[src/rtl/core/amas_pkg.sv]
// Package for the motor auto-arm supervisor: register indexes, axis state
// codes, reset values and the structs passed between the supervisor modules.
// No dependencies.
package amas_pkg;

	localparam int CFG_IDX_W  = 3;
	localparam int CFG_DATA_W = 16;
	localparam int ATT_W      = 9;
	localparam int CAL_W      = 16;
	localparam int ARMED_W    = 17;
	localparam int IN_DATA_W  = 8;
	localparam int OUT_DATA_W = 16;

	// register indexes
	localparam logic [CFG_IDX_W-1:0] REG_CAL_TIMEOUT = 3'd0;
	localparam logic [CFG_IDX_W-1:0] REG_ARMED_HOLD  = 3'd1;
	localparam logic [CFG_IDX_W-1:0] REG_FAST_GAP    = 3'd2;
	localparam logic [CFG_IDX_W-1:0] REG_SLOW_GAP    = 3'd3;
	localparam logic [CFG_IDX_W-1:0] REG_FAST_LIMIT  = 3'd4;
	localparam logic [CFG_IDX_W-1:0] REG_MAX_ATT     = 3'd5;

	// register reset values
	localparam logic [15:0]      RST_CAL_TIMEOUT = 16'd12000;
	localparam logic [15:0]      RST_ARMED_HOLD  = 16'd1000;
	localparam logic [15:0]      RST_FAST_GAP    = 16'd50;
	localparam logic [15:0]      RST_SLOW_GAP    = 16'd250;
	localparam logic [ATT_W-1:0] RST_FAST_LIMIT  = 9'd10;
	localparam logic [ATT_W-1:0] RST_MAX_ATT     = 9'd300;

	// drive axis state codes
	localparam logic [3:0] AXIS_IDLE        = 4'd1;
	localparam logic [3:0] AXIS_CAL_MOTOR   = 4'd3;
	localparam logic [3:0] AXIS_CAL_ENC_IDX = 4'd4;
	localparam logic [3:0] AXIS_CAL_ENC_OFS = 4'd6;
	localparam logic [3:0] AXIS_CAL_ENC_DIR = 4'd7;
	localparam logic [3:0] AXIS_CLOSED_LOOP = 4'd8;

	localparam logic [CAL_W-1:0] CAL_SAT = '1;

	typedef struct packed {
		logic [15:0]      cal_timeout;
		logic [15:0]      armed_hold;
		logic [15:0]      fast_gap;
		logic [15:0]      slow_gap;
		logic [ATT_W-1:0] fast_limit;
		logic [ATT_W-1:0] max_att;
	} cfg_t;

	typedef struct packed {
		logic [3:0] axis_state;
		logic       motor_armed;
		logic       save_pending;
	} tick_in_t;

	typedef struct packed {
		logic             request_idle;
		logic             commit_save;
		logic             arm_request;
		logic [ATT_W-1:0] attempt_count;
		logic             gate_open;
	} tick_res_t;

endpackage

[src/rtl/core/amas_cfg.sv]
// Configuration register file of the auto-arm supervisor.
// Depends on amas_pkg.
module amas_cfg
	import amas_pkg::*;
(
	input  logic                  clk,
	input  logic                  arst_n,
	input  logic                  cfg_we,
	input  logic [CFG_IDX_W-1:0]  cfg_index,
	input  logic [CFG_DATA_W-1:0] cfg_wdata,
	output cfg_t                  cfg
);

	cfg_t cfg_q;

	always_ff @(posedge clk or negedge arst_n) begin
		if (!arst_n) begin
			cfg_q.cal_timeout <= RST_CAL_TIMEOUT;
			cfg_q.armed_hold  <= RST_ARMED_HOLD;
			cfg_q.fast_gap    <= RST_FAST_GAP;
			cfg_q.slow_gap    <= RST_SLOW_GAP;
			cfg_q.fast_limit  <= RST_FAST_LIMIT;
			cfg_q.max_att     <= RST_MAX_ATT;
		end else if (cfg_we) begin
			case (cfg_index)
				REG_CAL_TIMEOUT: cfg_q.cal_timeout <= cfg_wdata;
				REG_ARMED_HOLD:  cfg_q.armed_hold  <= cfg_wdata;
				REG_FAST_GAP:    cfg_q.fast_gap    <= cfg_wdata;
				REG_SLOW_GAP:    cfg_q.slow_gap    <= cfg_wdata;
				REG_FAST_LIMIT:  cfg_q.fast_limit  <= cfg_wdata[ATT_W-1:0];
				REG_MAX_ATT:     cfg_q.max_att     <= cfg_wdata[ATT_W-1:0];
				default: ;
			endcase
		end
	end

	assign cfg = cfg_q;

endmodule

[src/rtl/core/amas_step.sv]
// Supervisor state registers and the per-tick update logic.
// Depends on amas_pkg.
module amas_step
	import amas_pkg::*;
#(
	parameter int TICK_BITS = 32
) (
	input  logic      clk,
	input  logic      arst_n,
	input  logic      advance,
	input  tick_in_t  item,
	input  cfg_t      cfg,
	output tick_res_t res
);

	logic [TICK_BITS-1:0] tick_q, next_try_q;
	logic [CAL_W-1:0]     cal_q;
	logic [ARMED_W-1:0]   armed_q;
	logic [ATT_W-1:0]     att_q;
	logic                 gate_q;

	logic [TICK_BITS-1:0] next_try_d, diff;
	logic [CAL_W-1:0]     cal_d;
	logic [ARMED_W-1:0]   armed_d;
	logic [ATT_W-1:0]     att_d;
	logic                 gate_d, in_cal, req_idle, commit, arm_req;

	always_comb begin
		next_try_d = next_try_q;
		cal_d      = cal_q;
		armed_d    = armed_q;
		att_d      = att_q;
		gate_d     = gate_q;
		req_idle   = 1'b0;
		commit     = 1'b0;
		arm_req    = 1'b0;
		diff       = tick_q - next_try_q;
		in_cal     = (item.axis_state == AXIS_CAL_MOTOR)   ||
		             (item.axis_state == AXIS_CAL_ENC_IDX) ||
		             (item.axis_state == AXIS_CAL_ENC_OFS) ||
		             (item.axis_state == AXIS_CAL_ENC_DIR);

		// pending save: hold the gate shut until the motor is disarmed
		if (item.save_pending) begin
			if (item.motor_armed) begin
				gate_d   = 1'b0;
				req_idle = 1'b1;
			end else begin
				commit = 1'b1;
				gate_d = 1'b1;
			end
		end

		if (in_cal) begin
			if (cal_q >= cfg.cal_timeout)
				req_idle = 1'b1;
			if (cal_q != CAL_SAT)
				cal_d = cal_q + 1'b1;
		end else begin
			cal_d = '0;
			if (item.axis_state == AXIS_CLOSED_LOOP) begin
				if (armed_q <= {1'b0, cfg.armed_hold}) begin
					armed_d = armed_q + 1'b1;
					if (armed_q == {1'b0, cfg.armed_hold})
						att_d = '0;
				end
			end else if (item.axis_state == AXIS_IDLE && gate_d) begin
				armed_d = '0;
				if (!diff[TICK_BITS-1] && att_q < cfg.max_att) begin
					arm_req = 1'b1;
					att_d   = att_q + 1'b1;
					next_try_d = tick_q + TICK_BITS'((att_d < cfg.fast_limit) ?
						cfg.fast_gap : cfg.slow_gap);
				end
			end
		end

		res.request_idle  = req_idle;
		res.commit_save   = commit;
		res.arm_request   = arm_req;
		res.attempt_count = att_d;
		res.gate_open     = gate_d;
	end

	always_ff @(posedge clk or negedge arst_n) begin
		if (!arst_n) begin
			tick_q     <= '0;
			next_try_q <= '0;
			cal_q      <= '0;
			armed_q    <= '0;
			att_q      <= '0;
			gate_q     <= 1'b1;
		end else if (advance) begin
			tick_q     <= tick_q + 1'b1;
			next_try_q <= next_try_d;
			cal_q      <= cal_d;
			armed_q    <= armed_d;
			att_q      <= att_d;
			gate_q     <= gate_d;
		end
	end

endmodule

[src/rtl/core/motor_auto_arm_supervisor.sv]
// Motor auto-arm supervisor, top level: input register, update logic and
// output register. Depends on amas_pkg, amas_cfg and amas_step.
// Path: input register, then result register, then out on m_axis.
// Throughput: one request per cycle; the output register frees the input
// register whenever the result is taken or the output slot is empty.
// Reset clears valid and step state, loads register defaults, opens the gate.
module motor_auto_arm_supervisor
	import amas_pkg::*;
#(
	parameter int TICK_BITS = 32
) (
	input  logic                  clk,
	input  logic                  arst_n,
	// configuration write port
	input  logic                  cfg_we,
	input  logic [CFG_IDX_W-1:0]  cfg_index,
	input  logic [CFG_DATA_W-1:0] cfg_wdata,
	// tick requests in
	input  logic                  s_axis_tvalid,
	output logic                  s_axis_tready,
	// [3:0] axis_state, [4] motor_armed, [5] save_pending, [7:6] zero
	input  logic [IN_DATA_W-1:0]  s_axis_tdata,
	// results out
	output logic                  m_axis_tvalid,
	input  logic                  m_axis_tready,
	// [0] request_idle, [1] commit_save, [2] arm_request,
	// [11:3] attempt_count, [12] gate_open, [15:13] zero
	output logic [OUT_DATA_W-1:0] m_axis_tdata
);

	cfg_t      cfg;
	tick_in_t  item_s1;
	logic      valid_s1;
	tick_res_t res, res_s2;
	logic      valid_s2;
	logic      advance;

	// the input stage moves on when the output slot is empty or being drained
	assign advance       = valid_s1 && (!valid_s2 || m_axis_tready);
	assign s_axis_tready = !valid_s1 || advance;

	amas_cfg u_cfg (
		.clk       (clk),
		.arst_n    (arst_n),
		.cfg_we    (cfg_we),
		.cfg_index (cfg_index),
		.cfg_wdata (cfg_wdata),
		.cfg       (cfg)
	);

	amas_step #(
		.TICK_BITS (TICK_BITS)
	) u_step (
		.clk     (clk),
		.arst_n  (arst_n),
		.advance (advance),
		.item    (item_s1),
		.cfg     (cfg),
		.res     (res)
	);

	// input register
	always_ff @(posedge clk or negedge arst_n) begin
		if (!arst_n) begin
			valid_s1 <= 1'b0;
		end else if (s_axis_tready) begin
			valid_s1 <= s_axis_tvalid;
		end
	end

	always_ff @(posedge clk) begin
		if (s_axis_tready && s_axis_tvalid) begin
			item_s1.axis_state   <= s_axis_tdata[3:0];
			item_s1.motor_armed  <= s_axis_tdata[4];
			item_s1.save_pending <= s_axis_tdata[5];
		end
	end

	// result register
	always_ff @(posedge clk or negedge arst_n) begin
		if (!arst_n) begin
			valid_s2 <= 1'b0;
		end else if (advance) begin
			valid_s2 <= 1'b1;
		end else if (m_axis_tready) begin
			valid_s2 <= 1'b0;
		end
	end

	always_ff @(posedge clk) begin
		if (advance)
			res_s2 <= res;
	end

	assign m_axis_tvalid = valid_s2;
	assign m_axis_tdata  = {3'b000, res_s2.gate_open, res_s2.attempt_count,
		res_s2.arm_request, res_s2.commit_save, res_s2.request_idle};

endmodule

[config.mk]
export PLATFORM = sky130hd
export DESIGN_NAME = motor_auto_arm_supervisor
export DESIGN_NICKNAME = d
export VERILOG_FILES = /design/src/rtl/core/amas_pkg.sv /design/src/rtl/core/amas_cfg.sv /design/src/rtl/core/amas_step.sv /design/src/rtl/core/motor_auto_arm_supervisor.sv
export SDC_FILE = /design/constraint.sdc
export NUM_CORES = 1
export LEC_CHECK = 0
export ABC_AREA = 1
export BUFFER_PORTS_ARGS = -buffer_cell sky130_fd_sc_hd__buf_2
export CAP_MARGIN = 15
export CORE_MARGIN = 2
export CORE_UTILIZATION = 50
export DETAILED_ROUTE_END_ITERATION = 12
export PLACE_DENSITY = 0.67
export SYNTH_ARGS = -nofsm -noshare
export SYNTH_HDL_FRONTEND = slang
export SYNTH_HIERARCHICAL = 1
export SYNTH_SLANG_ARGS = --single-unit
[constraint.sdc]
create_clock -name clk -period 5.5 [get_ports clk]
set_clock_uncertainty 0.1 [all_clocks]
set_input_delay 0.275 -clock clk [delete_from_list [all_inputs] [get_ports clk]]
set_output_delay 0.275 -clock clk [all_outputs]
set_load 0.02 [all_outputs]
==> impl_metrics.json, run 1 <==
{
  "status": "complete, no violations",
  "min_path_type": "primary input to flip-flop",
  "relSlewSlack_pct": 37.8,
  "synth_cell_types": 52,
  "synth_cells": 1603,
  "post-route-min-period_ns": 5.02,
  "grt_overflow": 0,
  "cts_max_level": 1,
  "yosys_warnings": 6,
  "worstSetupStartpointType": "flip-flop",
  "place_congestion": 0.886,
  "insertion_delay_ns": 0.52,
  "ys_seq_elements": 210,
  "die-area_mm2": 0.0271,
  "io_buffer_count": 44,
  "grt_pass1_vias": 10063,
  "grt_util_met1_pct": 32.8,
  "drv_cap": 0,
  "use_met3_pct": 2.89,
  "cts_buffers": 25,
  "num_antenna_cells": 0,
  "period_share_pct": 91.4,
  "synth_seq_area_share_pct": 41.8,
  "rsz0062_at_grt": "false",
  "antenna_found_initial": 0,
  "crit_type": "flip-flop to flip-flop",
  "arrival_ns": 5.30,
  "drive_above_1_share_pct": 12.2,
  "place_area_mm2": 0.0133,
  "ys_top_cells_by_count": "nand2_1, inv_1, dfrtp_1",
  "drc": 0,
  "async_reset_ff_share_pct": 91.0,
  "synth_area_leaders": "dfrtp_1, nand2_1, ha_1, dfstp_2, inv_1",
  "cts-root-buf": "clkbuf_16",
  "ant_nets": 0,
  "postLayoutCellArea_mm2": 0.0145,
  "die_x_um": 165,
  "syn_avg_cell_area_um2": 8.04,
  "synth_most_common_cell": "nand2_1",
  "ir_drop_mv": 0.248,
  "grt_use_met2_pct": 36.7,
  "finalHoldViolCount": 0,
  "clkTransAtPathRegs_ns": 0.06,
  "slew_violations": 0,
  "tightest_slew_ns": 0.934,
  "vias": 10546,
  "nets": 1797,
  "utilization_pct": 57.6,
  "yosysTopAreaCellShare_pct": 31.5,
  "grt_pass1_wl_um": 50000,
  "syn_area_mm2": 0.0129,
  "fp.dieH_um": 165,
  "drt_iter0_markers": 710,
  "r2r_slack_ns": 0.48,
  "critPathRequiredTime_ns": 5.78,
  "rows": 58,
  "initial_core_util_pct": 51.0,
  "drt-total-wl_um": 30200,
  "wl_per_cell_um": 15.0,
  "cts_sinks": 210,
  "leakagePower_nw": 7.41,
  "finalPower_mw": 4.71,
  "cts_tree": "yes",
  "setup_violations": 0,
  "post-dp-hpwl_um": 21600,
  "synth_edf_count": 19,
  "track_usage_pct": 22.9,
  "core-area_mm2": 0.0253,
  "io_pins": 50,
  "synth_top_cell_by_area": "dfrtp_1",
  "grt_busiest_layer": "met2",
  "clk_path_buf_depth": 3,
  "synth-main-ff-cell": "dfrtp_1",
  "grt_max_degree": 114,
  "power.density_mw_per_mm2": 324,
  "firstDrtPassIters": 6,
  "crit_path_end_kind": "flip-flop",
  "fmaxAchievable_mhz": 199,
  "synthToLayoutAreaGrowth_pct": 12.8,
  "worst-path-max-fanout": 17,
  "fin_setup_tns_ns": 0,
  "viasPerCell": 5.24
}
## state kept, by name, summed over array words and instances (netlist names), 6 cells and up
register	count
item_s1	6
u_step/next_try_q	32
u_step/armed_q	17
u_cfg/cfg	82
m_axis_tdata	13
u_step/cal_q	16
u_step/tick_q	32
u_step/att_q	9
## cell usage in the layout, fill, tap and decap left out, drive strengths merged, types with 2 or more instances in the layout
cell type	Yosys	routed
nand2	498	498
inv	211	211
dfrtp	162	162
nand3	132	132
ha	98	98
nor2	88	88
o21ai	85	85
a21oi	62	62
xor2	59	59
buf	37	50
clkbuf	6	33
nor3	31	31
dfstp	29	29
dlygate4sd3	0	26
nand4	20	20
edfxtp	19	19
mux2	15	15
xnor2	12	12
or2	12	12
bufinv	0	7
a21o	6	6
clkinv	0	5
conb	1	3
a211oi	3	3
nor4	3	3
a31oi	2	2
nand3b	2	2
## routing by layer
metal	share of wire, %	up-vias
li1	-	5274
met4	2.4	0
met3	4.8	46
met1	48	4998
met2	45	228
met5	0	-
## final timing paths
| path | to | cells past startpoint | start |
|---|---|---|---|
| max | u_step/next_try_q[29]$_DFFE_PN0P_ | 25 | u_step/att_q[2]$_DFFE_PN0P_ |
| min reg2reg | u_cfg/cfg[12]$_DFFE_PN1P_ | 2 | u_cfg/cfg[12]$_DFFE_PN1P_ |
| min in group asynchronous | u_step/next_try_q[27]$_DFFE_PN0P_ | 2 | arst_n |
| min | u_cfg/cfg[55]$_DFFE_PN1P_ | 4 | cfg_index[1] |
| max in group asynchronous | u_cfg/cfg[10]$_DFFE_PN1P_ | 3 | arst_n |
| max reg2reg | u_step/next_try_q[29]$_DFFE_PN0P_ | 25 | u_step/att_q[2]$_DFFE_PN0P_ |
## area by class of cell
type,count,area [µm²]
clock buffer,32,692
clock inverter,13,250
fill,2319,10700
inverter,211,792
multi-input combinational,1141,6450
sequential,210,5390
tap,330,413
timing repair buffer,77,549
## metrics by stage
stage | hold WS (ns) | instances | worst slack, ns
finish | 0.0737 | 2014 | 0.475
global route | 0.0873 | 2014 | 0.0588
CTS | 0.0588 | 2013 | 0.524
detailed placement | 0.353 | 1942 | 0.548
global placement | 0.350 | 1942 | 0.609
floorplan | -0.121 | 1605 | 0.980
## repair_timing
item                                    in CTS  in global routing
endpoints found under the setup margin       0                  0
buffers inserted                             0                  0
hold buffers                                26                  0
hold endpoints to repair                   181                  0
gates resized for setup                      0                  0
## critical path, cell delays in order, from the launching register on
cell and delay [ns]:
dfrtp_1 0.47, inv_1 0.09, nor3_1 0.30, nand3_1 0.19
nor2_1 0.13, nand2_1 0.07, xor2_1 0.18, inv_1 0.07
ha_1 0.27, nand2_1 0.06, nor2_1 0.14, nand3_1 0.10
o2111ai_1 0.10, buf_4 0.29, mux2_2 0.37, ha_1 0.34
a21oi_1 0.16, nand2_1 0.12, a21oi_1 0.24, o21ai_0 0.20
a21oi_1 0.43, nor2_1 0.16, nand2_1 0.09, nand2_1 0.05
nand3_1 0.06, o21ai_0 0.09
## power breakdown
part | total (mW) | leakage (nW) | switching, mW | internal [mW]
sequential | 1.89 | 2.56 | 0.135 | 1.75
combinational | 0.937 | 4.39 | 0.585 | 0.352
clock | 1.89 | 0.459 | 0.672 | 1.21
## cell families after synthesis
| kind of cell | synth area share [%] |
|---|---|
| XOR/XNOR | 4.83 |
| other | 0.0291 |
| AO/OA/AOI/OAI | 7.01 |
| multiplexers | 1.31 |
| buffers and inverters | 8.26 |
| AND/OR/NAND/NOR | 27.1 |
| flip-flops | 41.8 |
| adder cells (fa/ha/maj) | 9.67 |
No activity file was read; power rests on OpenSTA's default activity.
==> inputs of run 2 (changes only) <==
- GPL_TIMING_DRIVEN: unset -> 1
- HOLD_SLACK_MARGIN: unset -> 0.08
- TNS_END_PERCENT: unset -> 10
==> run 2 against run 1 <==
Critical path type unchanged. Die area did not move. First-iteration DRC count up 3.9%. Largest power group unchanged. Core utilization rose by 0.20 points. Total power about the same. Worst hold slack better by 0.036 ns.
==> impl_metrics.json, run 2 (synthesized netlist as in run 1, its figures left out) <==
{
  "status": "complete, no violations",
  "cts_tree": "yes",
  "utilization_pct": 57.7,
  "rsz0062_at_grt": "false",
  "reg2regPathDepth": 25,
  "seqCellArea_mm2": 0.00539,
  "die_x_um": 165,
  "cts_resized": 0,
  "io_buffer_count": 44,
  "drt-total-wl_um": 30200,
  "grt_overflow": 0,
  "cts_buffers": 25,
  "slowest_delay_ns": 0.47,
  "clk_path_buf_depth": 3,
  "post-route-min-period_ns": 5.04,
  "num_antenna_cells": 0,
  "drt_iter0_markers": 738,
  "cpMostUsedCell": "nand2_1",
  "drive_above_1_share_pct": 12.2,
  "largest_reg_flops": 82,
  "fp.dieH_um": 165,
  "insertion_delay_ns": 0.52,
  "crit_path_end_kind": "flip-flop",
  "finalPower_mw": 4.71,
  "cts_sinks": 210,
  "critPathRequiredTime_ns": 5.78,
  "layout_common_cells": "nand2_1, inv_1, dfrtp_1",
  "drv_cap": 0,
  "postLayoutCellArea_mm2": 0.0146,
  "place_area_mm2": 0.0133,
  "setup_violations": 0,
  "leakagePower_nw": 7.43,
  "crit_family": "simple AND/OR/NAND/NOR gates",
  "track_usage_pct": 22.9,
  "hold_path_depth": 5,
  "firstDrtPassIters": 5,
  "vias": 10520,
  "rows": 58,
  "slowest_stage": "dfrtp_1",
  "io_pins": 50,
  "synthToLayoutAreaGrowth_pct": 13.2,
  "power.density_mw_per_mm2": 323,
  "ant_nets": 0,
  "cts-root-buf": "clkbuf_16",
  "final_common_cell": "nand2_1",
  "multi_input_area_mm2": 0.00645,
  "fill_cells": 2314,
  "clkTransAtPathRegs_ns": 0.06,
  "post-dp-hpwl_um": 21600,
  "place_congestion": 0.886,
  "worst-path-max-fanout": 17,
  "grt_pass1_wl_um": 50100,
  "dp_worst_setup_slack_ns": 0.548,
  "drc": 0,
  "period_share_pct": 91.7,
  "antenna_found_initial": 0,
  "fin_setup_tns_ns": 0,
  "ir_drop_mv": 0.249,
  "crit_type": "flip-flop to flip-flop",
  "crit_cells": 25,
  "worstSetupStartpointType": "flip-flop",
  "slew_violations": 0,
  "worst_slack_ns": 0.458,
  "viasPerCell": 5.21,
  "fmaxAchievable_mhz": 198,
  "initial_core_util_pct": 51.0,
  "die-area_mm2": 0.0271,
  "core-area_mm2": 0.0253,
  "grt_max_degree": 114,
  "nets": 1802,
  "relSlewSlack_pct": 37.8,
  "min_path_type": "primary input to flip-flop",
  "cts_max_level": 1,
  "arrival_ns": 5.32,
  "finalHoldViolCount": 0,
  "tightest_slew_ns": 0.933,
  "wl_per_cell_um": 14.9,
  "grt_pass1_vias": 10060,
  "critical_path_buf_inv_count": 3
}
==> run 2: area by class of cell <==
| cell class | instances | share of cell area (%) |
|---|---|---|
| timing repair buffer | 82 | 4.11 |
| tap | 330 | 2.83 |
| inverter | 211 | 5.43 |
| sequential | 210 | 36.9 |
| multi-input combinational | 1141 | 44.2 |
| clock buffer | 32 | 4.74 |
| clock inverter | 13 | 1.72 |
==> run 2: worst min-delay path, delay by kind of cell <==
kind,cells,cell delay (ns)
buf+inv,1,0.13
simple gates,4,0.32
==> run 2: what timing repair did <==
item / in CTS / in global routing
setup endpoints to repair: 0 / 0
hold endpoints to repair: 191 / 0
buffers inserted: 0 / 0
hold buffers: 31 / 0
==> run 2: metrics by stage <==
| stage | hold WS, ns | cells |
|---|---|---|
| 2_1_floorplan | -0.121 | 1605 |
| 3_3_place_gp | 0.350 | 1942 |
| 3_5_place_dp | 0.353 | 1942 |
| 4_1_cts | 0.0955 | 2018 |
| 5_1_grt | 0.151 | 2019 |
| 6_report | 0.109 | 2019 |
==> run 2: worst paths after layout <==
| path | start | to | slack, ns |
|---|---|---|---|
| max | u_step/att_q[2]$_DFFE_PN0P_ | u_step/next_try_q[29]$_DFFE_PN0P_ | 0.46 |
| min | cfg_index[2] | u_cfg/cfg[3]$_DFFE_PN1P_ | 0.11 |
| max reg2reg | u_step/att_q[2]$_DFFE_PN0P_ | u_step/next_try_q[29]$_DFFE_PN0P_ | 0.46 |
| min reg2reg | u_cfg/cfg[12]$_DFFE_PN1P_ | u_cfg/cfg[12]$_DFFE_PN1P_ | 0.36 |
| max in group asynchronous | arst_n | u_cfg/cfg[8]$_DFFE_PN1P_ | 3.85 |
| min in group asynchronous | arst_n | u_step/next_try_q[27]$_DFFE_PN0P_ | 0.35 |
==> run 2: per-layer routing <==
layer | wire (µm) | vias to the layer above | track usage (%) | share of wire (%)
li1 | - | 5282 | - | -
met1 | 14300 | 4979 | 32.9 | 48
met2 | 13700 | 217 | 37.0 | 45
met3 | 1430 | 42 | 2.89 | 4.7
met4 | 693 | 0 | 5.77 | 2.3
met5 | 0 | - | 0 | 0
==> run 2: power by group <==
part	internal [mW]	switching (mW)	leakage (nW)	total [mW]
Sequential	1.75	0.135	2.56	1.89
Combinational	0.354	0.585	4.41	0.939
Clock	1.21	0.671	0.459	1.89
Total	3.32	1.39	7.43	4.71
==> inputs of run 3 (changes only) <==
- ABC_AREA: 1 -> unset
- ABC_CLOCK_PERIOD_IN_PS: unset -> 5500
- CTS_CLUSTER_SIZE: unset -> 25
==> run 3 against run 2 <==
Die area decreased by 7.1%. Flip-flop and latch count unchanged. Final area decreased by 7.2%. Global-route usage is 2.1 points lower. Sequential power is essentially flat.
==> impl_metrics.json, run 3 <==
{
  "finalHoldViolCount": 0,
  "synth_seq_area_share_pct": 45.1,
  "layout_common_cells": "dfrtp_1, mux2_2, ha_1",
  "dp_worst_setup_slack_ns": 0.439,
  "rsz0062_at_grt": "false",
  "wl_per_cell_um": 16.8,
  "largest_reg_flops": 82,
  "syn_area_mm2": 0.0119,
  "crit_path_end_kind": "flip-flop",
  "fp.dieH_um": 159,
  "grt_max_degree": 99,
  "status": "complete, no violations",
  "tightest_slew_ns": 1.10,
  "post-dp-hpwl_um": 17600,
  "crit_type": "flip-flop to flip-flop",
  "die-area_mm2": 0.0251,
  "drc": 0,
  "switchingPower_mw": 1.19,
  "place_area_mm2": 0.0124,
  "drive_above_1_share_pct": 19.9,
  "firstDrtPassIters": 5,
  "ir_drop_mv": 0.207,
  "ys_top_cells_by_count": "dfrtp_1, mux2_2, ha_1",
  "track_usage_pct": 20.8,
  "seqPwrFrac_pct": 43.3,
  "synth_edf_count": 19,
  "nets": 1305,
  "syn_avg_cell_area_um2": 10.9,
  "die_x_um": 159,
  "slew_violations": 0,
  "clkTransAtPathRegs_ns": 0.06,
  "utilization_pct": 57.7,
  "crit_family": "compound AO/OA/AOI/OAI gates",
  "pwr-share-clk_pct": 37.5,
  "initial_core_util_pct": 50.9,
  "postLayoutCellArea_mm2": 0.0135,
  "cts_sinks": 210,
  "synth_area_leaders": "dfrtp_1, ha_1, mux2_2, dfstp_2, edfxtp_1",
  "power_frac_comb_pct": 19.2,
  "synth-main-ff-cell": "dfrtp_1",
  "io_pins": 50,
  "drv_cap": 0,
  "synth_cells": 1100,
  "ys_seq_elements": 210,
  "drt_iter0_markers": 437,
  "worst-path-max-fanout": 12,
  "period_share_pct": 91.9,
  "min_to": "u_cfg/cfg[68]$_DFFE_PN0P_",
  "swShare_pct": 27.3,
  "cts_max_level": 1,
  "cpMostUsedCell": "ha_1",
  "yosysTopAreaCellShare_pct": 33.9,
  "synthToLayoutAreaGrowth_pct": 13.3,
  "setup_violations": 0,
  "post-route-min-period_ns": 5.06,
  "worstSetupStartpointType": "flip-flop",
  "critical_path_buf_inv_count": 2,
  "slowest_stage": "dfrtp_1",
  "io_buffer_count": 44,
  "relSlewSlack_pct": 26.6,
  "critPathRequiredTime_ns": 5.79,
  "antenna_found_initial": 0,
  "synth_cell_types": 65,
  "leakagePower_nw": 6.30,
  "async_reset_ff_share_pct": 91.0,
  "clk_path_buf_depth": 3,
  "reg2reg_to": "u_step/next_try_q[20]$_DFFE_PN0P_",
  "drt-total-wl_um": 25400,
  "cts_resized": 0,
  "core-area_mm2": 0.0235,
  "grt_pass1_wl_um": 41800,
  "worst_slack_ns": 0.445,
  "cts_tree": "yes",
  "internal-power_mw": 3.16,
  "arrival_ns": 5.35,
  "fmaxAchievable_mhz": 198,
  "ant_nets": 0,
  "slowest_delay_ns": 0.47,
  "final_common_cell": "dfrtp_1",
  "reg2regPathDepth": 20,
  "rows": 56,
  "synth_most_common_cell": "dfrtp_1",
  "r2r_slack_ns": 0.44,
  "power.density_mw_per_mm2": 321,
  "min_path_type": "primary input to flip-flop",
  "insertion_delay_ns": 0.53,
  "place_congestion": 0.819,
  "grt_overflow": 0,
  "grt_pass1_vias": 8072,
  "viasPerCell": 5.41,
  "vias": 8174,
  "r2r-start": "u_step/att_q[0]$_DFFE_PN0P_",
  "yosys_warnings": 6,
  "finalPower_mw": 4.35,
  "fin_setup_tns_ns": 0,
  "holdCritStartpoint": "cfg_index[2]",
  "cts_buffers": 25,
  "hold_path_depth": 3,
  "num_antenna_cells": 0,
  "synth_top_cell_by_area": "dfrtp_1",
  "cts-root-buf": "clkbuf_16",
  "worstPathCellList": "ha_1 -> and3_1 -> nand3_1 -> xnor2_1 -> ha_1 -> nor2_1 -> nor2_1 -> o41a_1 -> buf_4 -> mux2_2 -> ha_1 -> a211oi_1 -> nand2_1 -> o21a_1 -> a21oi_1 -> a31oi_1 -> buf_4 -> nand2_1 -> xnor2_1 -> mux2_1"
}
## run 3: how the worst max path moves through the flow
stage	end	start	depth (start not counted)	slack [ns]
after CTS	u_step/next_try_q[20]$_DFFE_PN0P_	u_step/att_q[0]$_DFFE_PN0P_	20	0.40
after detailed placement	u_step/next_try_q[20]$_DFFE_PN0P_	u_step/att_q[0]$_DFFE_PN0P_	20	0.44
after global placement	u_step/next_try_q[18]$_DFFE_PN0P_	u_step/att_q[0]$_DFFE_PN0P_	20	0.52
final	u_step/next_try_q[20]$_DFFE_PN0P_	u_step/att_q[0]$_DFFE_PN0P_	20	0.44
after floorplan	u_step/next_try_q[18]$_DFFE_PN0P_	u_step/att_q[2]$_DFFE_PN0P_	24	0.41
after global routing	u_step/next_try_q[14]$_DFFE_PN0P_	u_step/att_q[0]$_DFFE_PN0P_	19	0.03
## run 3: logic make-up after synthesis
group / after synthesis / share of synthesized area [%]
compound gates: 175 / 9.17
xor+xnor: 91 / 6.67
fa+ha+maj: 99 / 10.4
buf+inv: 131 / 4.92
flops: 210 / 45.1
mux: 118 / 11.1
other cells: 1 / 0.0314
simple gates: 275 / 12.5
## run 3: routing by layer
layer | vias up | GRT usage (%) | share of wire [%]
li1 | 4032 | - | -
met1 | 4003 | 30.5 | 50
met2 | 117 | 33.5 | 46
met3 | 22 | 2.56 | 3.1
met4 | 0 | 4.08 | 1.3
met5 | - | 0 | 0
## run 3: what timing repair did
item | 4_1_cts | 5_1_grt
endpoints found under the hold margin | 174 | 0
hold buffers | 26 | 0
setup endpoints to repair | 0 | 5
buffers inserted | 0 | 2
## run 3: layout make-up
cell class,instances,area (µm²)
flip-flops and latches,210,5390
clock buffers,35,703
repair buffers,84,594
fillers,1956,9940
clock inverters,11,120
multi-input cells,761,5980
inverters,92,345
well taps,319,399
## run 3: tightest hold or removal path: cells and delay by family
| family | cells | cell delay, ns |
|---|---|---|
| buf+inv | 1 | 0.16 |
| mux | 1 | 0.22 |
| simple gates | 1 | 0.14 |
## run 3: power groups by stage
stage          Combinational, mW  Clock (mW)  Sequential (mW)
4_1_cts                    0.832        1.67             1.88
3_3_place_gp               0.787           0             1.90
3_5_place_dp               0.812           0             1.91
5_1_grt                    0.939        1.74             1.91
6_report                   0.833        1.63             1.88
2_1_floorplan              0.616           0             1.88
## run 3: stage by stage
step / hold slack [ns] / cells
after floorplan: -0.121 / 1102
after global placement: 0.323 / 1437
after detailed placement: 0.328 / 1437
after CTS: 0.181 / 1509
after global routing: 0.204 / 1512
final: 0.198 / 1512
